===== src/rtl/rrts_pkg.sv =====
// Shared constants and types for the round-robin task scheduler.
package rrts_pkg;

  // Task table size and the widths that follow from it.
  localparam int MAX_TASKS = 16;
  localparam int IDX_W     = $clog2(MAX_TASKS);
  localparam int CNT_W     = $clog2(MAX_TASKS + 1);

  // Field widths of the request and response transactions.
  localparam int CMD_W     = 2;
  localparam int NOW_W     = 64;
  localparam int MS_W      = 32;
  localparam int ID_W      = 5;
  localparam int RUN_IDX_W = 4;
  localparam int RT_W      = 32;

  // Configuration port.
  localparam int RATE_W     = 17;
  localparam int CFG_IDX_W  = 1;
  localparam int CFG_DATA_W = 17;
  localparam logic [CFG_IDX_W-1:0] CFG_ENABLE = 1'd0;
  localparam logic [CFG_IDX_W-1:0] CFG_RATE   = 1'd1;
  localparam logic [RATE_W-1:0]    RATE_RESET = 17'd1000;

  // Identifier handed out by the first create.
  localparam logic [ID_W-1:0] ID_FIRST_FREE = 5'd2;

  // Sleep conversion: milliseconds times rate, divided by one thousand.
  localparam int RATE_SCALE = 1000;
  localparam int PROD_W     = MS_W + RATE_W;
  localparam int DIG_W      = 4;
  localparam int DIV_STEPS  = (PROD_W + DIG_W - 1) / DIG_W;
  localparam int DIV_W      = DIV_STEPS * DIG_W;
  localparam int REM_W      = $clog2(RATE_SCALE);
  localparam int STEP_W     = $clog2(DIV_STEPS + 1);

  typedef enum logic [CMD_W-1:0] {
    CMD_TICK   = 2'd0,
    CMD_CREATE = 2'd1,
    CMD_SLEEP  = 2'd2,
    CMD_EXIT   = 2'd3
  } cmd_t;

  typedef enum logic [1:0] {
    ST_READY    = 2'd0,
    ST_RUNNING  = 2'd1,
    ST_SLEEPING = 2'd2,
    ST_DEAD     = 2'd3
  } task_state_t;

  typedef enum logic [2:0] {
    S_IDLE,
    S_DECODE,
    S_SCAN,
    S_FIN,
    S_DIV,
    S_RESULT
  } state_t;

endpackage


===== src/rtl/rrts_req_if.sv =====
// Request channel: one command transaction per handshake.
interface rrts_req_if import rrts_pkg::*; ();
  logic             valid;
  logic             ready;
  logic [CMD_W-1:0] cmd;
  logic [NOW_W-1:0] now_tick;
  logic [MS_W-1:0]  sleep_ms;

  modport source (output valid, cmd, now_tick, sleep_ms, input ready);
  modport sink   (input valid, cmd, now_tick, sleep_ms, output ready);
endinterface


===== src/rtl/rrts_rsp_if.sv =====
// Response channel: one result transaction per command.
interface rrts_rsp_if import rrts_pkg::*; ();
  logic                 valid;
  logic                 ready;
  logic                 status;
  logic [ID_W-1:0]      new_task_id;
  logic                 switched;
  logic [RUN_IDX_W-1:0] running_index;
  logic [RT_W-1:0]      prev_run_ticks;

  modport source (output valid, status, new_task_id, switched, running_index,
                  prev_run_ticks, input ready);
  modport sink   (input valid, status, new_task_id, switched, running_index,
                  prev_run_ticks, output ready);
endinterface


===== src/rtl/rrts_div.sv =====
// Divide-by-one-thousand unit, four quotient bits per cycle.
module rrts_div import rrts_pkg::*; (
  input  logic              clk,
  input  logic              rst,
  input  logic              start,
  input  logic [PROD_W-1:0] dividend,
  output logic              done,
  output logic [PROD_W-1:0] quotient
);

  localparam logic [REM_W:0]  SCALE     = (REM_W + 1)'(RATE_SCALE);
  localparam logic [STEP_W-1:0] LAST_STEP = STEP_W'(DIV_STEPS - 1);

  logic              busy;
  logic [STEP_W-1:0] step;
  logic [DIV_W-1:0]  work;
  logic [REM_W-1:0]  rem;
  logic [DIV_W-1:0]  work_next;
  logic [REM_W-1:0]  rem_next;

  // One radix-16 digit: four restoring compare-and-subtract steps.
  always_comb begin
    logic [REM_W:0]   trial;
    logic [DIG_W-1:0] digit;
    rem_next = rem;
    digit    = '0;
    trial    = '0;
    for (int b = 0; b < DIG_W; b++) begin
      trial = {rem_next, work[DIV_W-1-b]};
      if (trial >= SCALE) begin
        rem_next          = REM_W'(trial - SCALE);
        digit[DIG_W-1-b]  = 1'b1;
      end else begin
        rem_next = trial[REM_W-1:0];
      end
    end
    work_next = {work[DIV_W-DIG_W-1:0], digit};
  end

  // Control: busy while digits remain, done pulses once the quotient is complete.
  always_ff @(posedge clk) begin
    if (rst) begin
      busy <= 1'b0;
      done <= 1'b0;
    end else begin
      done <= 1'b0;
      if (start) begin
        busy <= 1'b1;
      end else if (busy && step == LAST_STEP) begin
        busy <= 1'b0;
        done <= 1'b1;
      end
    end
  end

  // Datapath: the dividend shifts out as the quotient shifts in.
  always_ff @(posedge clk) begin
    if (start) begin
      work <= DIV_W'(dividend);
      rem  <= '0;
      step <= '0;
    end else if (busy) begin
      work <= work_next;
      rem  <= rem_next;
      step <= step + STEP_W'(1);
    end
  end

  assign quotient = work[PROD_W-1:0];

endmodule


===== src/rtl/round_robin_task_scheduler.sv =====
// Top level of the round-robin task scheduler with sleep timers.
//
// Commands arrive on the req channel (valid/ready); each one produces exactly
// one transaction on the rsp channel. Configuration is a plain write port (cfg_we,
// cfg_index, cfg_wdata): index 0 is the scheduler enable, index 1 the tick rate in
// hertz; the user must write it only while no command is in work (unchecked).
//
// One command is in work at a time; req.ready is high while the block is idle.
// Create and exit go from decode straight to the result state. Sleep waits in
// the divide-by-1000 unit, which retires four quotient bits per cycle. A
// scheduling tick passes through a table scan and a final state before the
// result: the wake-up and round-robin pick walk the task table one entry per
// cycle through the wake-time memory read port. A disabled tick or a tick
// with one task skips the scan and goes straight to the result state.
//
// The response sits in an output register. A new command is accepted while
// that response is still waiting; its own response waits until the receiver
// takes the old one. Synchronous reset restores the idle task as the only,
// running, task and needs no clearing pass.
module round_robin_task_scheduler import rrts_pkg::*; (
  input  logic                  clk,
  input  logic                  rst,
  input  logic                  cfg_we,
  input  logic [CFG_IDX_W-1:0]  cfg_index,
  input  logic [CFG_DATA_W-1:0] cfg_wdata,
  rrts_req_if.sink              req,
  rrts_rsp_if.source            rsp
);

  state_t state, state_next;

  // Configuration registers.
  logic              sched_en;
  logic [RATE_W-1:0] tick_rate;

  // Task table: status in flops, run ticks and wake times in memories.
  task_state_t      task_status [MAX_TASKS];
  logic [MAX_TASKS-1:0] rt_vld;
  logic [RT_W-1:0]  rt_mem   [MAX_TASKS];
  logic [NOW_W-1:0] wake_mem [MAX_TASKS];

  logic [CNT_W-1:0] tasks_in_use;
  logic [IDX_W-1:0] cur;
  logic [ID_W-1:0]  next_ident;

  // Captured command.
  cmd_t             cmd_q;
  logic [NOW_W-1:0] now_q;
  logic [MS_W-1:0]  ms_q;

  // Memory read data.
  logic [RT_W-1:0]  rt_rd;
  logic             rt_rd_vld;
  logic [NOW_W-1:0] wake_rd;

  // Table scan.
  logic [IDX_W-1:0] scan_idx;
  logic [CNT_W-1:0] scan_cnt;
  logic             cmp_vld;
  logic             cmp_last;
  logic [IDX_W-1:0] cmp_idx;
  logic             found;
  logic [IDX_W-1:0] pick;

  // Result being built and the output register.
  logic                 res_status;
  logic [ID_W-1:0]      res_newid;
  logic                 res_sw;
  logic [RT_W-1:0]      res_prev;
  logic                 rsp_valid;
  logic                 rsp_status;
  logic [ID_W-1:0]      rsp_newid;
  logic                 rsp_sw;
  logic [RUN_IDX_W-1:0] rsp_run_idx;
  logic [RT_W-1:0]      rsp_prev;

  // Control and write ports.
  logic              req_fire;
  logic              tick_active;
  logic              table_full;
  logic [IDX_W-1:0]  new_slot;
  logic [RT_W-1:0]   cur_rt;
  logic              rt_we;
  logic              issue;
  logic              rsp_load;
  task_state_t       cmp_st;
  logic              wake_hit;
  logic              eff_ready;
  logic              do_switch;
  logic              st_we;
  logic [IDX_W-1:0]  st_wa;
  task_state_t       st_wd;
  logic              wk_we;
  logic [IDX_W-1:0]  wk_wa;
  logic [NOW_W-1:0]  wk_wd;
  logic              div_start;
  logic              div_done;
  logic [PROD_W-1:0] div_quot;
  logic [PROD_W-1:0] product;
  logic [NOW_W-1:0]  deadline;

  // Next table index in round-robin order among the tasks in use.
  function automatic logic [IDX_W-1:0] wrap_inc(input logic [IDX_W-1:0] idx,
                                                input logic [CNT_W-1:0] count);
    return (CNT_W'(idx) + CNT_W'(1) == count) ? '0 : idx + IDX_W'(1);
  endfunction

  assign req.ready   = (state == S_IDLE);
  assign req_fire    = req.valid && req.ready;
  assign tick_active = sched_en && (tasks_in_use > CNT_W'(1));
  assign table_full  = (tasks_in_use >= CNT_W'(MAX_TASKS));
  assign new_slot    = tasks_in_use[IDX_W-1:0];
  assign cur_rt      = rt_rd_vld ? rt_rd : '0;
  assign rt_we       = (state == S_DECODE) && (cmd_q == CMD_TICK) && tick_active;
  assign issue       = (state == S_SCAN) && (scan_cnt != tasks_in_use);
  assign rsp_load    = (state == S_RESULT) && (!rsp_valid || rsp.ready);
  assign cmp_st      = task_status[cmp_idx];
  assign wake_hit    = (cmp_st == ST_SLEEPING) && (now_q >= wake_rd);
  assign eff_ready   = (cmp_st == ST_READY) || wake_hit;
  assign do_switch   = found && (pick != cur);
  assign product     = PROD_W'(ms_q) * PROD_W'(tick_rate);
  assign deadline    = now_q + NOW_W'(div_quot) + NOW_W'(1);

  // Sleep deadline divider.
  rrts_div u_div (
    .clk      (clk),
    .rst      (rst),
    .start    (div_start),
    .dividend (product),
    .done     (div_done),
    .quotient (div_quot)
  );

  // Next-state logic.
  always_comb begin
    state_next = state;
    unique case (state)
      S_IDLE:   if (req_fire) state_next = S_DECODE;
      S_DECODE: begin
        unique case (cmd_q)
          CMD_TICK:   state_next = tick_active ? S_SCAN : S_RESULT;
          CMD_SLEEP:  state_next = S_DIV;
          CMD_CREATE: state_next = S_RESULT;
          CMD_EXIT:   state_next = S_RESULT;
        endcase
      end
      S_SCAN:   if (cmp_vld && cmp_last) state_next = S_FIN;
      S_FIN:    state_next = S_RESULT;
      S_DIV:    if (div_done) state_next = S_RESULT;
      S_RESULT: if (rsp_load) state_next = S_IDLE;
      default:  state_next = S_IDLE;
    endcase
  end

  // Write ports of the status table and the wake-time memory, and the divider start.
  always_comb begin
    st_we     = 1'b0;
    st_wa     = cur;
    st_wd     = ST_READY;
    wk_we     = 1'b0;
    wk_wa     = cur;
    wk_wd     = '0;
    div_start = 1'b0;
    unique case (state)
      S_DECODE: begin
        unique case (cmd_q)
          CMD_CREATE: begin
            if (!table_full) begin
              st_we = 1'b1;
              st_wa = new_slot;
              st_wd = ST_READY;
              wk_we = 1'b1;
              wk_wa = new_slot;
              wk_wd = '0;
            end
          end
          CMD_EXIT: begin
            st_we = 1'b1;
            st_wd = ST_DEAD;
          end
          CMD_SLEEP: div_start = 1'b1;
          CMD_TICK:  div_start = 1'b0;
        endcase
      end
      S_SCAN: begin
        // Wake an expired sleeper; on the final visit, demote the running task
        // if another one was picked.
        if (cmp_vld) begin
          if (wake_hit) begin
            st_we = 1'b1;
            st_wa = cmp_idx;
            st_wd = ST_READY;
          end else if (cmp_last && found && cmp_st == ST_RUNNING) begin
            st_we = 1'b1;
            st_wa = cmp_idx;
            st_wd = ST_READY;
          end
        end
      end
      S_FIN: begin
        if (do_switch) begin
          st_we = 1'b1;
          st_wa = pick;
          st_wd = ST_RUNNING;
        end
      end
      S_DIV: begin
        if (div_done) begin
          st_we = 1'b1;
          st_wd = ST_SLEEPING;
          wk_we = 1'b1;
          wk_wd = deadline;
        end
      end
      default: st_we = 1'b0;
    endcase
  end

  // Control state with reset.
  always_ff @(posedge clk) begin
    if (rst) begin
      state        <= S_IDLE;
      sched_en     <= 1'b0;
      tick_rate    <= RATE_RESET;
      tasks_in_use <= CNT_W'(1);
      cur          <= '0;
      next_ident   <= ID_FIRST_FREE;
      rt_vld       <= '0;
      rsp_valid    <= 1'b0;
      cmp_vld      <= 1'b0;
      found        <= 1'b0;
      for (int i = 0; i < MAX_TASKS; i++) begin
        task_status[i] <= (i == 0) ? ST_RUNNING : ST_READY;
      end
    end else begin
      state   <= state_next;
      cmp_vld <= issue;

      if (cfg_we) begin
        unique case (cfg_index)
          CFG_ENABLE: sched_en  <= cfg_wdata[0];
          CFG_RATE:   tick_rate <= cfg_wdata[RATE_W-1:0];
        endcase
      end

      if (st_we) task_status[st_wa] <= st_wd;

      if (state == S_DECODE) begin
        found <= 1'b0;
        if (cmd_q == CMD_CREATE && !table_full) begin
          tasks_in_use     <= tasks_in_use + CNT_W'(1);
          next_ident       <= next_ident + ID_W'(1);
          rt_vld[new_slot] <= 1'b0;
        end
      end
      if (rt_we) rt_vld[cur] <= 1'b1;

      if (state == S_SCAN && cmp_vld && eff_ready && !found) found <= 1'b1;
      if (state == S_FIN && do_switch) cur <= pick;

      if (rsp_load) begin
        rsp_valid <= 1'b1;
      end else if (rsp.ready) begin
        rsp_valid <= 1'b0;
      end
    end
  end

  // Datapath registers.
  always_ff @(posedge clk) begin
    if (req_fire) begin
      cmd_q      <= cmd_t'(req.cmd);
      now_q      <= req.now_tick;
      ms_q       <= req.sleep_ms;
      res_status <= 1'b0;
      res_newid  <= '0;
      res_sw     <= 1'b0;
      rt_rd_vld  <= rt_vld[cur];
    end

    if (state == S_DECODE) begin
      res_prev <= rt_we ? cur_rt + RT_W'(1) : cur_rt;
      scan_idx <= wrap_inc(cur, tasks_in_use);
      scan_cnt <= '0;
      if (cmd_q == CMD_CREATE) begin
        if (table_full) begin
          res_status <= 1'b1;
        end else begin
          res_newid <= next_ident;
        end
      end
    end

    if (issue) begin
      scan_idx <= wrap_inc(scan_idx, tasks_in_use);
      scan_cnt <= scan_cnt + CNT_W'(1);
      cmp_idx  <= scan_idx;
      cmp_last <= (scan_cnt == tasks_in_use - CNT_W'(1));
    end

    if (state == S_SCAN && cmp_vld && eff_ready && !found) pick <= cmp_idx;
    if (state == S_FIN && do_switch) res_sw <= 1'b1;

    if (rsp_load) begin
      rsp_status  <= res_status;
      rsp_newid   <= res_newid;
      rsp_sw      <= res_sw;
      rsp_run_idx <= RUN_IDX_W'(cur);
      rsp_prev    <= res_prev;
    end
  end

  // Run-tick memory: read of the current entry at acceptance, increment on a tick_active tick.
  always_ff @(posedge clk) begin
    if (req_fire) rt_rd <= rt_mem[cur];
    if (rt_we) rt_mem[cur] <= cur_rt + RT_W'(1);
  end

  // Wake-time memory: one scan read a cycle, one write port.
  always_ff @(posedge clk) begin
    if (issue) wake_rd <= wake_mem[scan_idx];
    if (wk_we) wake_mem[wk_wa] <= wk_wd;
  end

  assign rsp.valid          = rsp_valid;
  assign rsp.status         = rsp_status;
  assign rsp.new_task_id    = rsp_newid;
  assign rsp.switched       = rsp_sw;
  assign rsp.running_index  = rsp_run_idx;
  assign rsp.prev_run_ticks = rsp_prev;

endmodule


===== src/flat_wrapper.sv =====
// flat-port wrapper written by rule: the top's interface ports become plain ports
module round_robin_task_scheduler_flat import rrts_pkg::*;
  (clk, rst, cfg_we, cfg_index, cfg_wdata, req_valid, req_cmd, req_now_tick, req_sleep_ms, req_ready, rsp_valid, rsp_status, rsp_new_task_id, rsp_switched, rsp_running_index, rsp_prev_run_ticks, rsp_ready);
  rrts_req_if req_i ();
  rrts_rsp_if rsp_i ();
  input  logic clk;
  input  logic rst;
  input  logic cfg_we;
  input  logic [CFG_IDX_W-1:0] cfg_index;
  input  logic [CFG_DATA_W-1:0] cfg_wdata;
  input wire logic [$bits(req_i.valid)-1:0] req_valid;
  input wire logic [$bits(req_i.cmd)-1:0] req_cmd;
  input wire logic [$bits(req_i.now_tick)-1:0] req_now_tick;
  input wire logic [$bits(req_i.sleep_ms)-1:0] req_sleep_ms;
  output wire logic [$bits(req_i.ready)-1:0] req_ready;
  output wire logic [$bits(rsp_i.valid)-1:0] rsp_valid;
  output wire logic [$bits(rsp_i.status)-1:0] rsp_status;
  output wire logic [$bits(rsp_i.new_task_id)-1:0] rsp_new_task_id;
  output wire logic [$bits(rsp_i.switched)-1:0] rsp_switched;
  output wire logic [$bits(rsp_i.running_index)-1:0] rsp_running_index;
  output wire logic [$bits(rsp_i.prev_run_ticks)-1:0] rsp_prev_run_ticks;
  input wire logic [$bits(rsp_i.ready)-1:0] rsp_ready;
  assign req_i.valid = req_valid;
  assign req_i.cmd = req_cmd;
  assign req_i.now_tick = req_now_tick;
  assign req_i.sleep_ms = req_sleep_ms;
  assign req_ready = req_i.ready;
  assign rsp_valid = rsp_i.valid;
  assign rsp_status = rsp_i.status;
  assign rsp_new_task_id = rsp_i.new_task_id;
  assign rsp_switched = rsp_i.switched;
  assign rsp_running_index = rsp_i.running_index;
  assign rsp_prev_run_ticks = rsp_i.prev_run_ticks;
  assign rsp_i.ready = rsp_ready;
  round_robin_task_scheduler u_core (.clk(clk), .rst(rst), .cfg_we(cfg_we), .cfg_index(cfg_index), .cfg_wdata(cfg_wdata), .req(req_i), .rsp(rsp_i));
endmodule

===== config.mk =====
export PLATFORM = sky130hd
export DESIGN_NAME = round_robin_task_scheduler_flat
export DESIGN_NICKNAME = d
export VERILOG_FILES = /design/src/rtl/rrts_pkg.sv /design/src/rtl/rrts_req_if.sv /design/src/rtl/rrts_rsp_if.sv /design/src/rtl/rrts_div.sv /design/src/rtl/round_robin_task_scheduler.sv /design/src/flat_wrapper.sv
export SDC_FILE = /design/constraint.sdc
export NUM_CORES = 2
export LEC_CHECK = 0
export ABC_AREA = 1
export BUFFER_PORTS_ARGS = -buffer_cell sky130_fd_sc_hd__buf_2
export CAP_MARGIN = 20
export CORE_UTILIZATION = 40
export CTS_CLUSTER_DIAMETER = 60
export DETAILED_ROUTE_END_ITERATION = 8
export GPL_ROUTABILITY_DRIVEN = 1
export HOLD_SLACK_MARGIN = 0.05
export MAX_ROUTING_LAYER = met4
export PLACE_DENSITY_LB_ADDON = 0.25
export RECOVER_POWER = 100
export SYNTH_ARGS = -nofsm -noshare
export SYNTH_HDL_FRONTEND = slang
export SYNTH_SLANG_ARGS = --single-unit

===== constraint.sdc =====
create_clock -name clk -period 29.8 [get_ports clk]
set_input_delay 5.96 -clock clk [delete_from_list [all_inputs] [get_ports clk]]
set_output_delay 5.96 -clock clk [all_outputs]
set_load 0.02 [all_outputs]

# Word-level counts from Yosys, hierarchy flattened
# Memories as Yosys holds them, arrays and structs flattened. A register that Yosys moved wholly into a read port is not among the register bits.
# Index checks and enable logic that the tools add are counted.
[op_classes]
n_addsub = 16
n_mul = 1
magnitude_cmp = 11
eq_ne = 20
n_mux = 89
bitwise = 4
n_reduce_logical = 39
[op_table]
columns = ["op", "count"]
rows = [
  ["64-bit 2-to-1 mux", 2],
  ["49-bit 2-to-1 mux", 2],
  ["64-bit by 1-bit adder with 64-bit output (second input constant)", 1],
  ["64-bit by 49-bit adder with 64-bit output", 1],
  ["64-bit greater-or-equal comparator", 1],
  ["16-bit 2-to-1 mux", 4],
  ["32-bit 2-to-1 mux", 2],
  ["4-bit 2-to-1 mux", 13],
  ["32-bit by 17-bit multiplier with 49-bit output", 1],
  ["11-bit by 10-bit greater-or-equal comparator with 1-bit output (second input constant)", 4],
  ["10-bit 2-to-1 mux", 4],
  ["10-bit subtractor (second input constant)", 4],
  ["1-bit 2-to-1 mux", 38],
  ["32-bit by 1-bit adder with 32-bit output (second input constant)", 1],
  ["5-bit 2-to-1 mux", 6],
  ["1-bit logical AND", 19],
  ["3-bit case mux with 6 select lines", 1],
  ["16-bit bitwise AND", 1],
  ["16-bit inverter", 1],
  ["16-bit OR", 1],
  ["5-bit by 1-bit adder with 5-bit output (second input constant)", 3],
  ["5-bit == test", 3],
  ["3-bit 2-to-1 mux", 5],
  ["4-bit by 1-bit adder with 4-bit output (second input constant)", 3],
  ["other kinds (33)", 59],
]
[totals]
ff_bits = 321
ram_bits = 1568
in_bits = 121
out_inout_bits = 45
elab_cells = 217
n_memories = 3
[mem_list]
columns = ["memory", "depth", "width", "read_ports", "rd_ports_with_merged_regs", "wr", "line_no", "source"]
rows = [
  ["u_core.wake_mem", 16, 64, 1, 1, 1, "round_robin_task_scheduler.sv:40", "logic [NOW_W-1:0] wake_mem [MAX_TASKS];"],
  ["u_core.rt_mem", 16, 32, 1, 1, 1, "round_robin_task_scheduler.sv:39", "logic [RT_W-1:0] rt_mem [MAX_TASKS];"],
  ["u_core.task_status", 16, 2, 1, 1, 16, "round_robin_task_scheduler.sv:37", "task_state_t task_status [MAX_TASKS];"],
]

# Depth between registers and ports, before layout
[logic_depth]
depth_word = 11
mapped_depth = 39
depth_no_buf = 37

# Hierarchy
# A second synthesis with hierarchy kept.
[unflattened]
hier_cells = 9305
hier_area_um2 = 101285.9
[by_module_without_submodules]
columns = ["mod", "instances", "cells_per_inst", "area_per_inst_um2", "seq_area_each_um2"]
rows = [
  ["round_robin_task_scheduler", 1, 8786, 97169.4, 57034.7],
  ["rrts_div", 1, 519, 4116.4, 1851.8],
]

# Worst setup path before layout
# Ideal clock, no wire load.
[synth_path]
kind = "in2reg"
startpoint = "input port req_valid"
endpoint = "register u_core.res_status"
setup_time_ns = 0.125
t_arrival_ns = 12.858
required_ns = 29.675
slack_ns = 16.818
path_stages = 4
path_buffers = 0
path_cell_list = "inv_1 -> nor2_1 -> inv_1 -> a32o_1"
[synth_between]
elab_chain_cells = 5
[synth_lines]
columns = ["item", "line_no", "source"]
rows = [
  ["start, declared", "flat_wrapper.sv:11", "input wire logic [$bits(req_i.valid)-1:0] req_valid;"],
  ["1-bit logical AND *", "round_robin_task_scheduler.sv:109", "assign req_fire = req.valid && req.ready;"],
  ["net u_core.req_fire", "round_robin_task_scheduler.sv:78", "logic req_fire;"],
  ["1-bit 2-to-1 mux *", "round_robin_task_scheduler.sv:271", "if (req_fire) begin"],
  ["1-bit 2-to-1 mux", "round_robin_task_scheduler.sv:286", "if (table_full) begin"],
  ["1-bit 2-to-1 mux", "round_robin_task_scheduler.sv:285", "if (cmd_q == CMD_CREATE) begin"],
  ["1-bit 2-to-1 mux *", "round_robin_task_scheduler.sv:281", "if (state == S_DECODE) begin"],
  ["end signal, assigned", "round_robin_task_scheduler.sv:275", "res_status <= 1'b0;"],
  ["end signal, assigned", "round_robin_task_scheduler.sv:287", "res_status <= 1'b1;"],
  ["end, declared", "round_robin_task_scheduler.sv:66", "logic res_status;"],
]
# Mark *: on every way through the listed nets, which the timed path passes. The rest lies on a longest branch.
# A chain may end at the register's enable or synchronous reset.

# Worst setup path after layout
[layout_path]
startpoint = "register u_core.state[0]"
endpoint = "memory u_core.wake_mem[0][7] (enable)"
[layout_between]
elab_chain_cells = 4
word_cells_on_any_way = 6
cone_classes = "eq/ne (2); mux (4)"
[layout_lines]
columns = ["item", "line_no", "source"]
rows = [
  ["start, declared", "round_robin_task_scheduler.sv:30", "state_t state, state_next;"],
  ["start signal, assigned", "round_robin_task_scheduler.sv:236", "state <= state_next;"],
  ["3-bit == test or 3-bit by 1-bit == test with 1-bit output (tied branches)", "round_robin_task_scheduler.sv:164", "unique case (state)"],
  ["1-bit case mux with 2 select lines", "round_robin_task_scheduler.sv:164", ""],
  ["1-bit 2-to-1 mux", "round_robin_task_scheduler.sv:322", "if (wk_we) wake_mem[wk_wa] <= wk_wd;"],
  ["1-bit 2-to-1 mux (implied by the code)", "round_robin_task_scheduler.sv:322", ""],
  ["end, declared", "round_robin_task_scheduler.sv:40", ""],
]
# Several ways; a longest one is shown, not always the timed one.

==> results.rst <==
.. list-table::
   :header-rows: 1

   * - Metric
     - Value
   * - Status
     - finished, violations left
   * - Violations in the final reports
     - DRC, capacitance limit, slew limit
   * - Share of total power in combinational logic
     - 46.7%
   * - Crit path capture type
     - flip-flop
   * - Hold Crit Class
     - reg -> reg
   * - Parity-gate share of the synthesized area counting xor and xnor cells
     - 0.918%
   * - Core area
     - 251000 µm²
   * - Top-level port count
     - 166
   * - Vias in the first global route
     - 65780
   * - Row count
     - 184
   * - Instance area after placement
     - 106000 µm²
   * - CP Launch Type
     - flip-flop
   * - Met3 track demand over resource in global routing
     - 2.86%
   * - Cell variety after synth
     - 56
   * - Share of layout cells above drive strength 1
     - 5.00%
   * - Die Span X
     - 505 µm
   * - Proportion of synthesized flip-flops having asynchronous set or reset
     - 0%
   * - Placed wire-length estimate after detailed placement
     - 165000 µm
   * - Area overhead of the layout relative to synthesis
     - 10.6%
   * - Cell Area, Synth
     - 101000 µm²
   * - Total length of routed wires
     - 276000 µm
   * - Slowest cell on crit path
     - sky130_fd_sc_hd__clkbuf_1
   * - Iteration count of the initial detailed-routing pass
     - 9
   * - Number of I/O port buffers
     - 165
   * - Slew Viols, Final
     - 3019
   * - Deepest level of the CTS H-tree
     - 4
   * - Maximum buffer depth of the clock tree
     - 3
   * - Clock latency reported for the late side of the worst-skew pair
     - 0.89 ns
   * - DP Cell Count
     - 12142
   * - Die Footprint
     - 255000 µm²
   * - Post-route cell area
     - 112000 µm²
   * - Setup repair after global routing missed its margin
     - false
   * - Post-synth EDFFs
     - 1905
   * - Reg-to-reg slack, setup
     - 17.52 ns
   * - Wire length per cell after detailed routing
     - 22.0 µm
   * - Final worst path period share
     - 41.2%
   * - Buf+Inv Stages, Crit Path
     - 5
   * - Net Count, Synth
     - 9795
   * - P_leak
     - 43.1 nW
   * - Largest net degree at the start of global routing
     - 144
   * - Largest family of logic cells by synthesized area
     - adder cells
   * - Combined global-route utilization of all metal layers
     - 22.1%
   * - Compound-gate portion of the synthesized area
     - 10.6%
   * - Leftover overflow at the end of global routing
     - 0
   * - Power per Cell Area
     - 97.3 nW/µm²
   * - Worst-margin pin slew
     - 8.49 ns
   * - Library cell used as clock root buffer
     - sky130_fd_sc_hd__clkbuf_16
   * - Shortest clock period the worst path allows after layout
     - 12.28 ns
   * - Simple-gate share of the synthesized area
     - 8.63%
   * - Count of cell instances traversed by the critical path
     - 11
   * - Required time of the worst setup path
     - 30.11 ns
   * - Hold Buf Count CTS
     - 0
   * - Detailed router's first-iteration violation count
     - 6009
   * - Synth Area in Adders
     - 12.1%
   * - Number of CTS-inserted buffers
     - 211
   * - Buffer count from post-CTS setup fixing
     - 0
   * - R2R depth
     - 11
   * - Mux contribution to synthesized area
     - 2.61%
   * - Count of final hold-check violations
     - 0
   * - Maximum clock frequency
     - 81.5 MHz
   * - Path type of the worst setup path
     - reg -> reg
   * - Routability-driven placement congestion ratio
     - 0.888
   * - Total power
     - 10.9 mW
   * - Share of the synthesized area in the top cell type
     - 56.6%
   * - Endpoint of the worst-slack reg-to-reg timing path
     - u_core.wake_mem[0][7]$_DFFE_PP_
   * - Max-Cap Viols
     - 84
   * - Largest stage delay on the critical path
     - 3.20 ns
   * - Met1 track demand over resource
     - 30.9%
   * - Wire length of the first global-routing pass
     - 414000 µm
   * - Worst Path Arrival
     - 12.58 ns
   * - Critical Path Start
     - u_core.state[0]$_SDFFE_PP0P_
   * - Worst setup path end
     - u_core.wake_mem[0][7]$_DFFE_PP_
   * - Global routing usage on met2
     - 34.1%
   * - Worst reg2reg path startpoint
     - u_core.state[0]$_SDFFE_PP0P_
   * - Total via count in the routed design
     - 66929
   * - Peak fanout along the critical path
     - 47
   * - Clock Pin Slew Worst Setup and Hold Paths
     - 0.06 ns
   * - VDD IR-drop max
     - 0.000160 V
   * - Number of setup violations in the final report
     - 0
   * - Most congested layer reported by global routing
     - met2
   * - Number of antenna violations at the first check in global routing
     - 8
   * - Internal power of the cells
     - 6.45 mW
   * - Average cell area after synthesis
     - 11.3 µm²
   * - Worst-case headroom to the max-slew limit
     - -466%
   * - Drt via density
     - 5.32
   * - Proportion of power drawn by the clock network
     - 23.4%
   * - Fin Setup TNS
     - 0 ns
   * - Layout Cells excl Fill
     - 12581
   * - Critical path cell sequence
     - inv_1 > nor3_1 > clkbuf_1 > clkinv_1 > nor2_1 > clkbuf_1 > o21ai_0 > nor2_1 > nand2_1 > nor2_1 > clkbuf_1
   * - Effective utilization at floorplan
     - 40.2%
   * - Die height
     - 505 µm
   * - Clock tree from TritonCTS
     - done
   * - Leading post-synthesis cells by cell area
     - sky130_fd_sc_hd__edfxtp_1 (57%), sky130_fd_sc_hd__fa_1 (8.9%), sky130_fd_sc_hd__inv_1 (5.1%)
   * - Clock skew after layout
     - 0.0941 ns
   * - Sw frac
     - 40.7%
   * - Antenna viol nets, final
     - 0
   * - Cell type contributing the most total cell area after synthesis
     - sky130_fd_sc_hd__edfxtp_1
   * - Cts repair resizes
     - 0
   * - Portion of the post-synthesis area used by sequential elements
     - 58.2%
   * - Total DRC errors in the routed layout
     - 31
   * - Number of flip-flops and latches in the synthesized netlist
     - 1989
   * - Yosys Warn Count
     - 0
   * - Layout net count
     - 9880
   * - Num Clock Sinks
     - 1989
   * - Gate count after technology mapping
     - 8970
   * - Flip-flop cell with the highest count after synthesis
     - sky130_fd_sc_hd__edfxtp_1
   * - Net switching power figure
     - 4.42 mW
   * - Share of power burned in registers
     - 29.9%
   * - Cell type group with the largest total delay on the critical path
     - buffers and inverters
==> worst min path at each step <==
stage	from	cells after the start	end
6_report	u_core.res_prev[4]$_DFFE_PP_	0	u_core.rsp.prev_run_ticks[4]$_DFFE_PP_
5_1_grt	u_core.res_prev[21]$_DFFE_PP_	0	u_core.rsp.prev_run_ticks[21]$_DFFE_PP_
4_1_cts	u_core.res_prev[4]$_DFFE_PP_	0	u_core.rsp.prev_run_ticks[4]$_DFFE_PP_
3_5_place_dp	u_core.res_prev[14]$_DFFE_PP_	0	u_core.rsp.prev_run_ticks[14]$_DFFE_PP_
3_3_place_gp	u_core.res_prev[14]$_DFFE_PP_	0	u_core.rsp.prev_run_ticks[14]$_DFFE_PP_
2_1_floorplan	u_core.res_prev[0]$_DFFE_PP_	0	u_core.rsp.prev_run_ticks[0]$_DFFE_PP_
==> synthesized netlist by cell type, types with 11 or more instances <==
cell                       number
sky130_fd_sc_hd__mux2i_1      264
sky130_fd_sc_hd__a21oi_1      527
sky130_fd_sc_hd__edfxtp_1    1905
sky130_fd_sc_hd__o21a_1        32
sky130_fd_sc_hd__xnor2_1       37
sky130_fd_sc_hd__o22ai_1      138
sky130_fd_sc_hd__o211ai_1     277
sky130_fd_sc_hd__nand2_2       13
sky130_fd_sc_hd__nor3_1        48
sky130_fd_sc_hd__o21ai_0      824
sky130_fd_sc_hd__o21ai_1       16
sky130_fd_sc_hd__dfxtp_1       84
sky130_fd_sc_hd__nand3_1      161
sky130_fd_sc_hd__nor2_1       521
sky130_fd_sc_hd__inv_1       1371
sky130_fd_sc_hd__xor2_1        69
sky130_fd_sc_hd__a31oi_1       36
sky130_fd_sc_hd__nor4_1        11
sky130_fd_sc_hd__ha_1         254
sky130_fd_sc_hd__a21boi_0      11
sky130_fd_sc_hd__nand4_1       71
sky130_fd_sc_hd__buf_1         42
sky130_fd_sc_hd__fa_1         450
sky130_fd_sc_hd__clkbuf_1     429
sky130_fd_sc_hd__nand2_1     1272
==> kinds of logic after synthesis <==
logic type      count (synthesis)
buf+inv                      1865
xor+xnor                      106
flops                        1989
fa+ha+maj                     704
mux                           264
simple gates                 2137
compound gates               1905
==> layer usage <==
metal	share of wire, %	up-vias	routed length [µm]
met2	46	2257	128000
li1	-	30801	-
met5	0	-	0
met1	44	33463	123000
met3	6.9	408	19000
met4	2.5	0	6980
==> per-stage QoR <==
stage,worst slack [ns],utilization [%],hold slack (ns)
floorplan,16.82,-,0.400
global placement,21.85,42.0,0.403
detailed placement,21.76,42.0,0.405
CTS,21.76,44.7,0.419
global route,16.93,44.5,0.434
finish,17.52,44.5,0.418
==> flip-flops by register name (all words and copies together), names as in the netlist, 5 cells and up, named ones only <==
register / count
u_core.task_status: 32
u_core.scan_cnt: 5
u_core.rt_mem: 512
u_core.now_q: 64
u_core.next_ident: 5
u_core.res_newid: 5
u_core.u_div.rem: 10
u_core.tick_rate: 17
u_core.rsp.prev_run_ticks: 32
u_core.ms_q: 32
u_core.res_prev: 32
u_core.rt_vld: 16
u_core.rsp.new_task_id: 5
u_core.tasks_in_use: 5
u_core.wake_rd: 64
u_core.rt_rd: 32
u_core.wake_mem: 1024
u_core.u_div.work: 52
==> layout by cell type, fill, tap and decap left out, types with 7 or more instances in the layout <==
cell type,n
sky130_fd_sc_hd__edfxtp_1,1905
sky130_fd_sc_hd__inv_1,1368
sky130_fd_sc_hd__nand2_1,1272
sky130_fd_sc_hd__o21ai_0,838
sky130_fd_sc_hd__a21oi_1,527
sky130_fd_sc_hd__nor2_1,509
sky130_fd_sc_hd__fa_1,450
sky130_fd_sc_hd__clkbuf_1,298
sky130_fd_sc_hd__o211ai_1,277
sky130_fd_sc_hd__mux2i_1,264
sky130_fd_sc_hd__ha_1,254
sky130_fd_sc_hd__clkbuf_16,211
sky130_fd_sc_hd__nand3_1,161
sky130_fd_sc_hd__o22ai_1,138
sky130_fd_sc_hd__dfxtp_1,81
sky130_fd_sc_hd__nand4_1,71
sky130_fd_sc_hd__xor2_1,69
sky130_fd_sc_hd__clkinv_1,59
sky130_fd_sc_hd__buf_2,59
sky130_fd_sc_hd__nor3_1,52
sky130_fd_sc_hd__buf_4,42
sky130_fd_sc_hd__xnor2_1,37
sky130_fd_sc_hd__a31oi_1,36
sky130_fd_sc_hd__o21a_1,32
sky130_fd_sc_hd__clkinv_2,30
sky130_fd_sc_hd__nor2_4,15
sky130_fd_sc_hd__nand2_2,13
sky130_fd_sc_hd__bufinv_16,12
sky130_fd_sc_hd__nor4_1,11
sky130_fd_sc_hd__a21boi_0,11
sky130_fd_sc_hd__o21bai_1,9
sky130_fd_sc_hd__inv_2,8
sky130_fd_sc_hd__nor2_2,8
sky130_fd_sc_hd__inv_6,8
sky130_fd_sc_hd__clkinv_16,8
sky130_fd_sc_hd__o221ai_1,7
sky130_fd_sc_hd__nand3_2,7
==> cell type report <==
type	count	area, µm²
Clock buffer	267	5510
Sequential cell	1989	58900
Clock inverter	123	1200
Antenna cell	1	2.50
Multi-Input combinational cell	5116	35300
Fill cell	23361	140000
Tap cell	3348	4190
Inverter	1390	5240
Timing Repair Buffer	347	1570
==> power groups by stage <==
stage | Sequential, mW | Clock (mW) | Combinational [mW]
3_5_place_dp | 3.31 | 0 | 5.01
4_1_cts | 3.25 | 2.59 | 5.08
2_1_floorplan | 3.25 | 0 | 3.65
6_report | 3.26 | 2.54 | 5.08
5_1_grt | 3.26 | 2.69 | 5.77
3_3_place_gp | 3.31 | 0 | 5.01
Note: power is estimated with default switching activity, not from simulation.
